$ cat config.mk
export PLATFORM = sky130hd
export DESIGN_NAME = hrlc_step
export DESIGN_NICKNAME = d
export VERILOG_FILES = /design/src/sv/hrlc_pkg.sv /design/src/sv/hrlc_step.sv
export SDC_FILE = /design/constraint.sdc
export NUM_CORES = 1
export LEC_CHECK = 0
export ABC_CLOCK_PERIOD_IN_PS = 4600
export BUFFER_PORTS_ARGS = -buffer_cell sky130_fd_sc_hd__buf_4
export CELL_PAD_IN_SITES_DETAIL_PLACEMENT = 1
export CELL_PAD_IN_SITES_GLOBAL_PLACEMENT = 1
export CORE_MARGIN = 3
export CORE_UTILIZATION = 40
export DETAILED_ROUTE_END_ITERATION = 8
export PLACE_DENSITY_LB_ADDON = 0.25
export SYNTH_ARGS = -nofsm -noshare
export SYNTH_HDL_FRONTEND = slang
export SYNTH_SLANG_ARGS = --single-unit
$ cat constraint.sdc
create_clock -name vclk -period 4.6
set_clock_uncertainty 0.05 [all_clocks]
set_input_delay 0.23 -clock vclk [all_inputs]
set_output_delay 0.23 -clock vclk [all_outputs]
set_load 0.05 [all_outputs]
$ cat src/sv/hrlc_pkg.sv
// Shared phase and status codes, result type and character class functions.
`default_nettype none

package hrlc_pkg;

	// Result status codes.
	localparam logic [1:0] ST_MORE = 2'd0;
	localparam logic [1:0] ST_DONE = 2'd1;
	localparam logic [1:0] ST_ERR  = 2'd2;
	localparam logic [1:0] ST_NSUP = 2'd3;

	// Parser phase codes.
	localparam logic [4:0] PH_METHOD_START = 5'd0;
	localparam logic [4:0] PH_METHOD       = 5'd1;
	localparam logic [4:0] PH_URI_START    = 5'd2;
	localparam logic [4:0] PH_SCHEME       = 5'd3;
	localparam logic [4:0] PH_SLASH1       = 5'd4;
	localparam logic [4:0] PH_SLASH2       = 5'd5;
	localparam logic [4:0] PH_HOST_START   = 5'd6;
	localparam logic [4:0] PH_HOST         = 5'd7;
	localparam logic [4:0] PH_HOST_END     = 5'd8;
	localparam logic [4:0] PH_IP_LITERAL   = 5'd9;
	localparam logic [4:0] PH_PORT         = 5'd10;
	localparam logic [4:0] PH_PATH         = 5'd11;
	localparam logic [4:0] PH_QUERY        = 5'd12;
	localparam logic [4:0] PH_H            = 5'd13;
	localparam logic [4:0] PH_HT           = 5'd14;
	localparam logic [4:0] PH_HTT          = 5'd15;
	localparam logic [4:0] PH_HTTP         = 5'd16;
	localparam logic [4:0] PH_VSLASH       = 5'd17;
	localparam logic [4:0] PH_MAJOR_START  = 5'd18;
	localparam logic [4:0] PH_MAJOR        = 5'd19;
	localparam logic [4:0] PH_MINOR_START  = 5'd20;
	localparam logic [4:0] PH_MINOR        = 5'd21;
	localparam logic [4:0] PH_TRAIL_SP     = 5'd22;
	localparam logic [4:0] PH_LF_EXPECT    = 5'd23;

	// Byte constants.
	localparam logic [7:0] CH_HTAB  = 8'h09;
	localparam logic [7:0] CH_LF    = 8'h0A;
	localparam logic [7:0] CH_CR    = 8'h0D;
	localparam logic [7:0] CH_SP    = 8'h20;
	localparam logic [7:0] CH_PCT   = 8'h25;
	localparam logic [7:0] CH_DOT   = 8'h2E;
	localparam logic [7:0] CH_SLASH = 8'h2F;
	localparam logic [7:0] CH_COLON = 8'h3A;
	localparam logic [7:0] CH_QUEST = 8'h3F;
	localparam logic [7:0] CH_LBRK  = 8'h5B;
	localparam logic [7:0] CH_H     = 8'h48;
	localparam logic [7:0] CH_P     = 8'h50;
	localparam logic [7:0] CH_T     = 8'h54;

	// One result of the parser step.
	typedef struct packed {
		logic [1:0] status;
		logic [4:0] phase;
	} step_res_t;

	function automatic logic is_alpha(input logic [7:0] c);
		return (c >= 8'h61 && c <= 8'h7A) || (c >= 8'h41 && c <= 8'h5A);
	endfunction

	function automatic logic is_digit(input logic [7:0] c);
		return c >= 8'h30 && c <= 8'h39;
	endfunction

	// Token characters: ALPHA DIGIT ! # $ % & ' * + - . ^ _ ` | ~
	function automatic logic is_token(input logic [7:0] c);
		return is_alpha(c) || is_digit(c) || c == 8'h21 || c == 8'h23 || c == 8'h24 ||
			c == 8'h25 || c == 8'h26 || c == 8'h27 || c == 8'h2A || c == 8'h2B ||
			c == 8'h2D || c == 8'h2E || c == 8'h5E || c == 8'h5F || c == 8'h60 ||
			c == 8'h7C || c == 8'h7E;
	endfunction

	// Scheme characters: ALPHA DIGIT + - .
	function automatic logic is_scheme(input logic [7:0] c);
		return is_alpha(c) || is_digit(c) || c == 8'h2B || c == 8'h2D || c == 8'h2E;
	endfunction

	// Unreserved plus sub-delims: ALPHA DIGIT - . _ ~ ! $ & ' ( ) * + , ; =
	function automatic logic is_unres_sub(input logic [7:0] c);
		return is_alpha(c) || is_digit(c) || c == 8'h2D || c == 8'h2E || c == 8'h5F ||
			c == 8'h7E || c == 8'h21 || c == 8'h24 || c == 8'h26 || c == 8'h27 ||
			c == 8'h28 || c == 8'h29 || c == 8'h2A || c == 8'h2B || c == 8'h2C ||
			c == 8'h3B || c == 8'h3D;
	endfunction

	function automatic logic is_host(input logic [7:0] c);
		return is_unres_sub(c) || c == CH_PCT;
	endfunction

	// Path characters add : @ / and %.
	function automatic logic is_path(input logic [7:0] c);
		return is_unres_sub(c) || c == CH_COLON || c == 8'h40 || c == CH_SLASH ||
			c == CH_PCT;
	endfunction

endpackage

`default_nettype wire

$ cat src/sv/hrlc_step.sv
// Next-phase and status logic of the request line parser for one byte.
`default_nettype none

module hrlc_step
	import hrlc_pkg::*;
(
	input  wire logic [4:0] cur_phase,
	input  wire logic [7:0] data_byte,
	output step_res_t       res
);

	logic [1:0] st;
	logic [4:0] nx;
	logic [1:0] he_st;
	logic [4:0] he_nx;

	// Decision after the host: port, path, unsupported space or error.
	always_comb begin
		he_st = ST_MORE;
		he_nx = PH_METHOD_START;
		if (data_byte == CH_COLON) begin
			he_nx = PH_PORT;
		end else if (data_byte == CH_SLASH) begin
			he_nx = PH_PATH;
		end else begin
			he_st = (data_byte == CH_SP) ? ST_NSUP : ST_ERR;
		end
	end

	// Phase transition table.
	always_comb begin
		st = ST_MORE;
		nx = cur_phase;
		unique case (cur_phase)
			PH_METHOD_START: begin
				if (data_byte == CH_SP || data_byte == CH_HTAB ||
					data_byte == CH_CR || data_byte == CH_LF) nx = PH_METHOD_START;
				else if (is_token(data_byte)) nx = PH_METHOD;
				else st = ST_ERR;
			end
			PH_METHOD: begin
				if (is_token(data_byte)) nx = PH_METHOD;
				else if (data_byte == CH_SP) nx = PH_URI_START;
				else st = ST_ERR;
			end
			PH_URI_START: begin
				if (data_byte == CH_SP) nx = PH_URI_START;
				else if (data_byte == CH_SLASH) nx = PH_PATH;
				else if (is_alpha(data_byte)) nx = PH_SCHEME;
				else st = ST_ERR;
			end
			PH_SCHEME: begin
				if (is_scheme(data_byte)) nx = PH_SCHEME;
				else if (data_byte == CH_COLON) nx = PH_SLASH1;
				else st = ST_ERR;
			end
			PH_SLASH1: begin
				if (data_byte == CH_SLASH) nx = PH_SLASH2;
				else st = ST_ERR;
			end
			PH_SLASH2: begin
				if (data_byte == CH_SLASH) nx = PH_HOST_START;
				else st = ST_ERR;
			end
			PH_HOST_START: begin
				if (data_byte == CH_LBRK) nx = PH_IP_LITERAL;
				else if (is_host(data_byte)) nx = PH_HOST;
				else begin
					nx = he_nx;
					st = he_st;
				end
			end
			PH_HOST: begin
				if (is_host(data_byte)) nx = PH_HOST;
				else begin
					nx = he_nx;
					st = he_st;
				end
			end
			PH_HOST_END: begin
				nx = he_nx;
				st = he_st;
			end
			PH_IP_LITERAL, PH_QUERY: begin
				st = ST_NSUP;
			end
			PH_PORT: begin
				if (is_digit(data_byte)) nx = PH_PORT;
				else if (data_byte == CH_SLASH) nx = PH_PATH;
				else st = (data_byte == CH_SP) ? ST_NSUP : ST_ERR;
			end
			PH_PATH: begin
				if (data_byte == CH_SP) nx = PH_H;
				else if (data_byte == CH_QUEST) nx = PH_QUERY;
				else if (is_path(data_byte)) nx = PH_PATH;
				else st = ST_ERR;
			end
			PH_H: begin
				if (data_byte == CH_H) nx = PH_HT;
				else st = ST_ERR;
			end
			PH_HT: begin
				if (data_byte == CH_T) nx = PH_HTT;
				else st = ST_ERR;
			end
			PH_HTT: begin
				if (data_byte == CH_T) nx = PH_HTTP;
				else st = ST_ERR;
			end
			PH_HTTP: begin
				if (data_byte == CH_P) nx = PH_VSLASH;
				else st = ST_ERR;
			end
			PH_VSLASH: begin
				if (data_byte == CH_SLASH) nx = PH_MAJOR_START;
				else st = ST_ERR;
			end
			PH_MAJOR_START: begin
				if (is_digit(data_byte)) nx = PH_MAJOR;
				else st = ST_ERR;
			end
			PH_MAJOR: begin
				if (is_digit(data_byte)) nx = PH_MAJOR;
				else if (data_byte == CH_DOT) nx = PH_MINOR_START;
				else st = ST_ERR;
			end
			PH_MINOR_START: begin
				if (is_digit(data_byte)) nx = PH_MINOR;
				else st = ST_ERR;
			end
			PH_MINOR: begin
				if (is_digit(data_byte)) nx = PH_MINOR;
				else if (data_byte == CH_CR) nx = PH_LF_EXPECT;
				else if (data_byte == CH_SP) nx = PH_TRAIL_SP;
				else if (data_byte == CH_LF) st = ST_DONE;
				else st = ST_ERR;
			end
			PH_TRAIL_SP: begin
				if (data_byte == CH_SP) nx = PH_TRAIL_SP;
				else if (data_byte == CH_CR) nx = PH_LF_EXPECT;
				else if (data_byte == CH_LF) st = ST_DONE;
				else st = ST_ERR;
			end
			PH_LF_EXPECT: begin
				st = (data_byte == CH_LF) ? ST_DONE : ST_ERR;
			end
			default: begin
				st = ST_ERR;
			end
		endcase
	end

	// Any final status sends the parser back to method start.
	assign res = '{status: st, phase: (st != ST_MORE) ? PH_METHOD_START : nx};

endmodule

`default_nettype wire

==> flow_summary.ini, run 1 <==
[finish]
final_nets = 268
n_antenna_cell = 0
flops_and_latches = 0
clock_buffer_count = 0
drive_above_1_share = 0.166
syn_to_final_growth_pct = 4.97
regArea_sq_um = 0

[grt]
met2_usage = 0.384
track_usage = 0.249
grt-busiest-layer = met2
grt_util_met1 = 0.377
grt_max_degree = 29
grt_pass1_wl_mm = 10.3
gr-total-overflow = 0
antenna_found_initial = 0
met3_usage = 0.0115
grt_pass1_vias = 1974

[logic_synthesis]
syn_inst = 258
synthDistinctLibCells = 72
avgSynthCellArea_sq_um = 6.45
ys_seq_area_frac = 0
synthesis.area_sq_um = 1660
yosysWarnings = 0
synth_fp_nets = 271

[sta]
fin_crit_ns = 2.95
fin_ws_ns = 1.65
hold_violations = 0
fin_crit_sh = 0.641
setup_tns_ns = 0
rsz0062_at_grt = false
relSlewSlack = 0.491
maxSlewViolCount = 0
setup_viol = 0
fmaxAchievable_mhz = 339
worst_pin_slew_ns = 0.760

[worst_setup_path]
crit_arrival_ns = 2.67
critPathKind = in -> out
critPathCapture = res[0]
cp-end-kind = output port
critPathLaunchType = input pin
startpoint = data_byte[4]
path_max_fanout = 21
critPathRequiredTime_ns = 4.32

[routing]
wl_per_cell_um = 21.3
dr.pass1.iters = 5
drt_iter0_markers = 224
ant_nets = 0
drcViolationCount = 0
via_per_inst = 6.99
vias = 2104
routed_wirelength_mm = 6.43

[place]
dp_slack_ns = 1.71
dpl.hpwl_mm = 4.86
finalWeightedCongestion = 1.04
port_buffers = 20

[cts]
hold_buffers = 0
post-cts-setup-buffers = 0
post_cts_resized = 0

[die]
num_io_pins = 20
coreArea_sq_um = 3830
die_area_sq_um = 4970
num_rows = 22
chipHeight_um = 70.5
start_util = 0.435
die_w_um = 70.5

[worst_hold_path]
hold_class = in -> out

[outcome]
status = completed

[job]
cap_violations = 0

[pwr]
p_leak_nw = 0.566
cellPowerDensity_nw_per_um2 = 99.0
ir_drop_uv = 60.7
==> cells by family (layout without fill, tap and decap cells) <==
family	Yosys count	count (layout)	share of synthesized area
and+or+nand+nor	139	139	0.530
AOI/OAI and AO/OA	85	85	0.354
buffers and inverters	28	23	0.0835
xor gates and xnor gates	5	5	0.0263
muxes	1	1	0.00602
==> worst min-delay path by stage <==
| stage | startpoint | to | slack [ns] | cells after the start |
|---|---|---|---|---|
| 2_1_floorplan | cur_phase[4] | res[4] | 0.94 | 2 |
| 3_3_place_gp | cur_phase[4] | res[4] | 0.93 | 3 |
| 3_5_place_dp | cur_phase[4] | res[4] | 0.92 | 3 |
| 4_1_cts | cur_phase[4] | res[4] | 0.93 | 3 |
| 5_1_grt | cur_phase[4] | res[4] | 0.96 | 3 |
| 6_report | cur_phase[4] | res[4] | 0.93 | 3 |
==> placed cells by master, fill, tap and decap left out, types with 2 or more instances in the layout <==
cell type / instances
a211oi_1: 3
a21boi_0: 2
a21boi_1: 2
a21o_1: 3
a21oi_1: 14
a221oi_1: 2
a31oi_1: 3
a32oi_1: 2
and2_1: 2
and3_1: 5
and3b_1: 2
and4bb_2: 2
buf_4: 20
inv_1: 3
nand2_1: 20
nand2b_1: 7
nand3_1: 20
nand3_2: 2
nand4_1: 3
nor2_1: 23
nor2b_1: 12
nor3_1: 10
nor3b_1: 2
nor4_2: 2
nor4b_2: 3
o211ai_1: 4
o21a_1: 6
o21ai_0: 20
o22ai_1: 3
o2bb2ai_1: 3
o31a_1: 2
o32ai_1: 2
o41ai_1: 2
or2_2: 3
or3_1: 2
xnor2_1: 3
xor2_1: 2
==> power by group <==
| part | leakage, nW | switching [W] | internal (W) |
|---|---|---|---|
| clock | 0 | 0 | 0 |
| combinational | 0.566 | 0.000114 | 0.0000591 |
| sequential | 0 | 0 | 0 |
==> through the flow <==
| stage | total power (W) | std cells | hold WS (ns) | instance area, sq um | util |
|---|---|---|---|---|---|
| after floorplan | 0.000128 | 258 | 0.939 | 1660 | - |
| after global placement | 0.000167 | 301 | 0.927 | 1750 | 0.456 |
| after detailed placement | 0.000169 | 301 | 0.922 | 1750 | 0.456 |
| after CTS | 0.000170 | 301 | 0.928 | 1750 | 0.456 |
| after global routing | 0.000185 | 301 | 0.963 | 1750 | 0.456 |
| final | 0.000173 | 301 | 0.935 | 1750 | 0.456 |
==> cell usage after synthesis, drive strengths merged (3+ instances only) <==
library cell,count,area share
nand2b,7,0.026
o21ai,21,0.063
a211oi,3,0.014
nand3,22,0.072
nor2b,12,0.045
nand4,4,0.019
nor3,10,0.030
xnor2,3,0.016
o22ai,3,0.011
o2bb2ai,3,0.016
and4bb,3,0.023
nor4b,5,0.047
clkbuf,12,0.027
a21boi,4,0.018
inv,3,0.0068
o21a,6,0.027
a21oi,14,0.042
nand2,20,0.045
nor2,25,0.062
a21o,3,0.014
and3,5,0.019
o211ai,4,0.018
or2,3,0.011
buf,13,0.050
a31oi,3,0.011
nor4,4,0.032
==> critical path: stages <==
cell	delay [ns]
buf_4	0.19
or4b_4	0.60
nor2_2	0.30
nor3_1	0.11
o32ai_1	0.39
nand2_1	0.15
nor4_4	0.28
o41a_1	0.22
buf_4	0.20
==> layer usage <==
| metal | wire, um | vias to the layer above |
|---|---|---|
| li1 | - | 984 |
| met1 | 3020 | 1010 |
| met2 | 2890 | 100 |
| met3 | 409 | 10 |
| met4 | 106 | 0 |
| met5 | 0 | - |
==> area by class of cell <==
type | count | area (sq um)
fillers | 539 | 2080
inverters | 3 | 11.3
multi-input cells | 230 | 1520
well taps | 48 | 60.1
repair buffers | 20 | 150
(Power assumes the default switching activity.)
==> run 2: changes to the inputs <==
--- a/config.mk
+++ b/config.mk
@@ -5,7 +5,7 @@
 export SDC_FILE = /design/constraint.sdc
 export NUM_CORES = 1
 export LEC_CHECK = 0
-export ABC_CLOCK_PERIOD_IN_PS = 4600
+export ABC_CLOCK_PERIOD_IN_PS = 2700
 export BUFFER_PORTS_ARGS = -buffer_cell sky130_fd_sc_hd__buf_4
 export CELL_PAD_IN_SITES_DETAIL_PLACEMENT = 1
 export CELL_PAD_IN_SITES_GLOBAL_PLACEMENT = 1
==> constraint.sdc (replaced) <==
create_clock -name vclk -period 2.7
set_clock_uncertainty 0.05 [all_clocks]
set_input_delay 0.135 -clock vclk [all_inputs]
set_output_delay 0.135 -clock vclk [all_outputs]
set_load 0.05 [all_outputs]
==> flow_summary.ini, run 2 (synthesis gave the netlist of run 1 again) <==
[outcome]
status = completed

[grt]
gr-total-overflow = 0
grt_pass1_vias = 2121
antenna_found_initial = 0
grt_max_degree = 26
track_usage = 0.269
grt_pass1_wl_mm = 11.1

[finish]
final_nets = 289
final_common_cell = buf_4
clock_buffer_count = 0
fill_cells = 543
final_cell_mix = buf_4 (41), nor2_1 (23), nand2_1 (20), nand3_1 (20), o21ai_0 (20)
flops_and_latches = 0
post-route-util = 0.499
drive_above_1_share = 0.237
regArea_sq_um = 0
n_antenna_cell = 0
syn_to_final_growth_pct = 14.9

[sta]
worst_pin_slew_ns = 0.537
fmaxAchievable_mhz = 381
setup_tns_ns = 0
fin_crit_sh = 0.972
fin_crit_ns = 2.63
maxSlewViolCount = 0
setup_viol = 0
hold_violations = 0
relSlewSlack = 0.642

[die]
die_w_um = 70.5
start_util = 0.435
die_area_sq_um = 4970
num_io_pins = 20
chipHeight_um = 70.5
coreArea_sq_um = 3830
num_rows = 22

[routing]
dr.pass1.iters = 4
drt_iter0_markers = 357
routed_wirelength_mm = 6.61
via_per_inst = 6.69
wl_per_cell_um = 20.5
drcViolationCount = 0
ant_nets = 0
vias = 2155

[worst_setup_path]
path_max_fanout = 18
critPathRequiredTime_ns = 2.52
critPathKind = in -> out
cp-end-kind = output port
crit_arrival_ns = 2.44
critPathLaunchType = input pin

[worst_hold_path]
min_path_cells = 3
min_to = res[4]
hold_class = in -> out
hp-start = cur_phase[4]

[pwr]
p_leak_nw = 0.669
cellPowerDensity_nw_per_um2 = 163
power_w = 0.000311
ir_drop_uv = 87.8

[place]
dpl.hpwl_mm = 5.24
port_buffers = 20
finalWeightedCongestion = 1.00

[job]
cap_violations = 0
run 2: cell count changes in the layout (fill, tap and decap cells not counted), sizes merged:
cell	change
buf	+21
run 2: metrics by stage:
stage / hold slack, ns / cell area (sq um) / setup slack, ns / instances
6_report: 0.738 / 1910 / 0.0743 / 322
3_5_place_dp: 0.729 / 1900 / 0.111 / 321
2_1_floorplan: 0.749 / 1670 / 0.0263 / 258
3_3_place_gp: 0.738 / 1900 / 0.128 / 321
5_1_grt: 0.773 / 1910 / -0.0420 / 322
4_1_cts: 0.731 / 1900 / 0.101 / 321
run 2: timing repair:
item                       CTS  global route
gates resized for setup      0             1
hold buffers                 0             0
setup endpoints to repair    0             4
hold endpoints to repair     0             0
setup buffers                0             1
run 2: critical path: stages:
cell	delay [ns]
buf_4	0.18
nand4bb_1	0.27
o211ai_1	0.41
o41ai_1	0.20
nor4b_2	0.29
o2111a_1	0.24
o221ai_2	0.09
o41a_1	0.41
buf_4	0.20
run 2: worst max-delay path by stage:
| stage | depth (start not counted) | to | slack, ns | start |
|---|---|---|---|---|
| after floorplan | 8 | res[3] | 0.03 | data_byte[6] |
| after global placement | 9 | res[0] | 0.13 | data_byte[0] |
| after detailed placement | 9 | res[0] | 0.11 | data_byte[4] |
| after CTS | 9 | res[0] | 0.10 | data_byte[4] |
| after global routing | 9 | res[0] | -0.04 | data_byte[6] |
| final | 9 | res[0] | 0.07 | data_byte[6] |
run 2: cell type report:
class,instances,area (sq um),share of cell area
tap,48,60.1,0.0314
inverter,3,11.3,0.00589
multi-input combinational,230,1530,0.802
timing repair buffer,41,308,0.161
run 2: metal layers:
| layer | global-route usage | part of all wire | vias up |
|---|---|---|---|
| met5 | 0 | 0 | - |
| li1 | - | - | 1022 |
| met2 | 0.426 | 0.47 | 72 |
| met3 | 0.0230 | 0.074 | 6 |
| met1 | 0.401 | 0.45 | 1055 |
| met4 | 0.0319 | 0.0086 | 0 |
run 2: where the power goes:
group / switching (W) / leakage (nW) / total [W] / internal (W)
clock: 0 / 0 / 0 / 0
sequential: 0 / 0 / 0 / 0
combinational: 0.000196 / 0.669 / 0.000311 / 0.000115
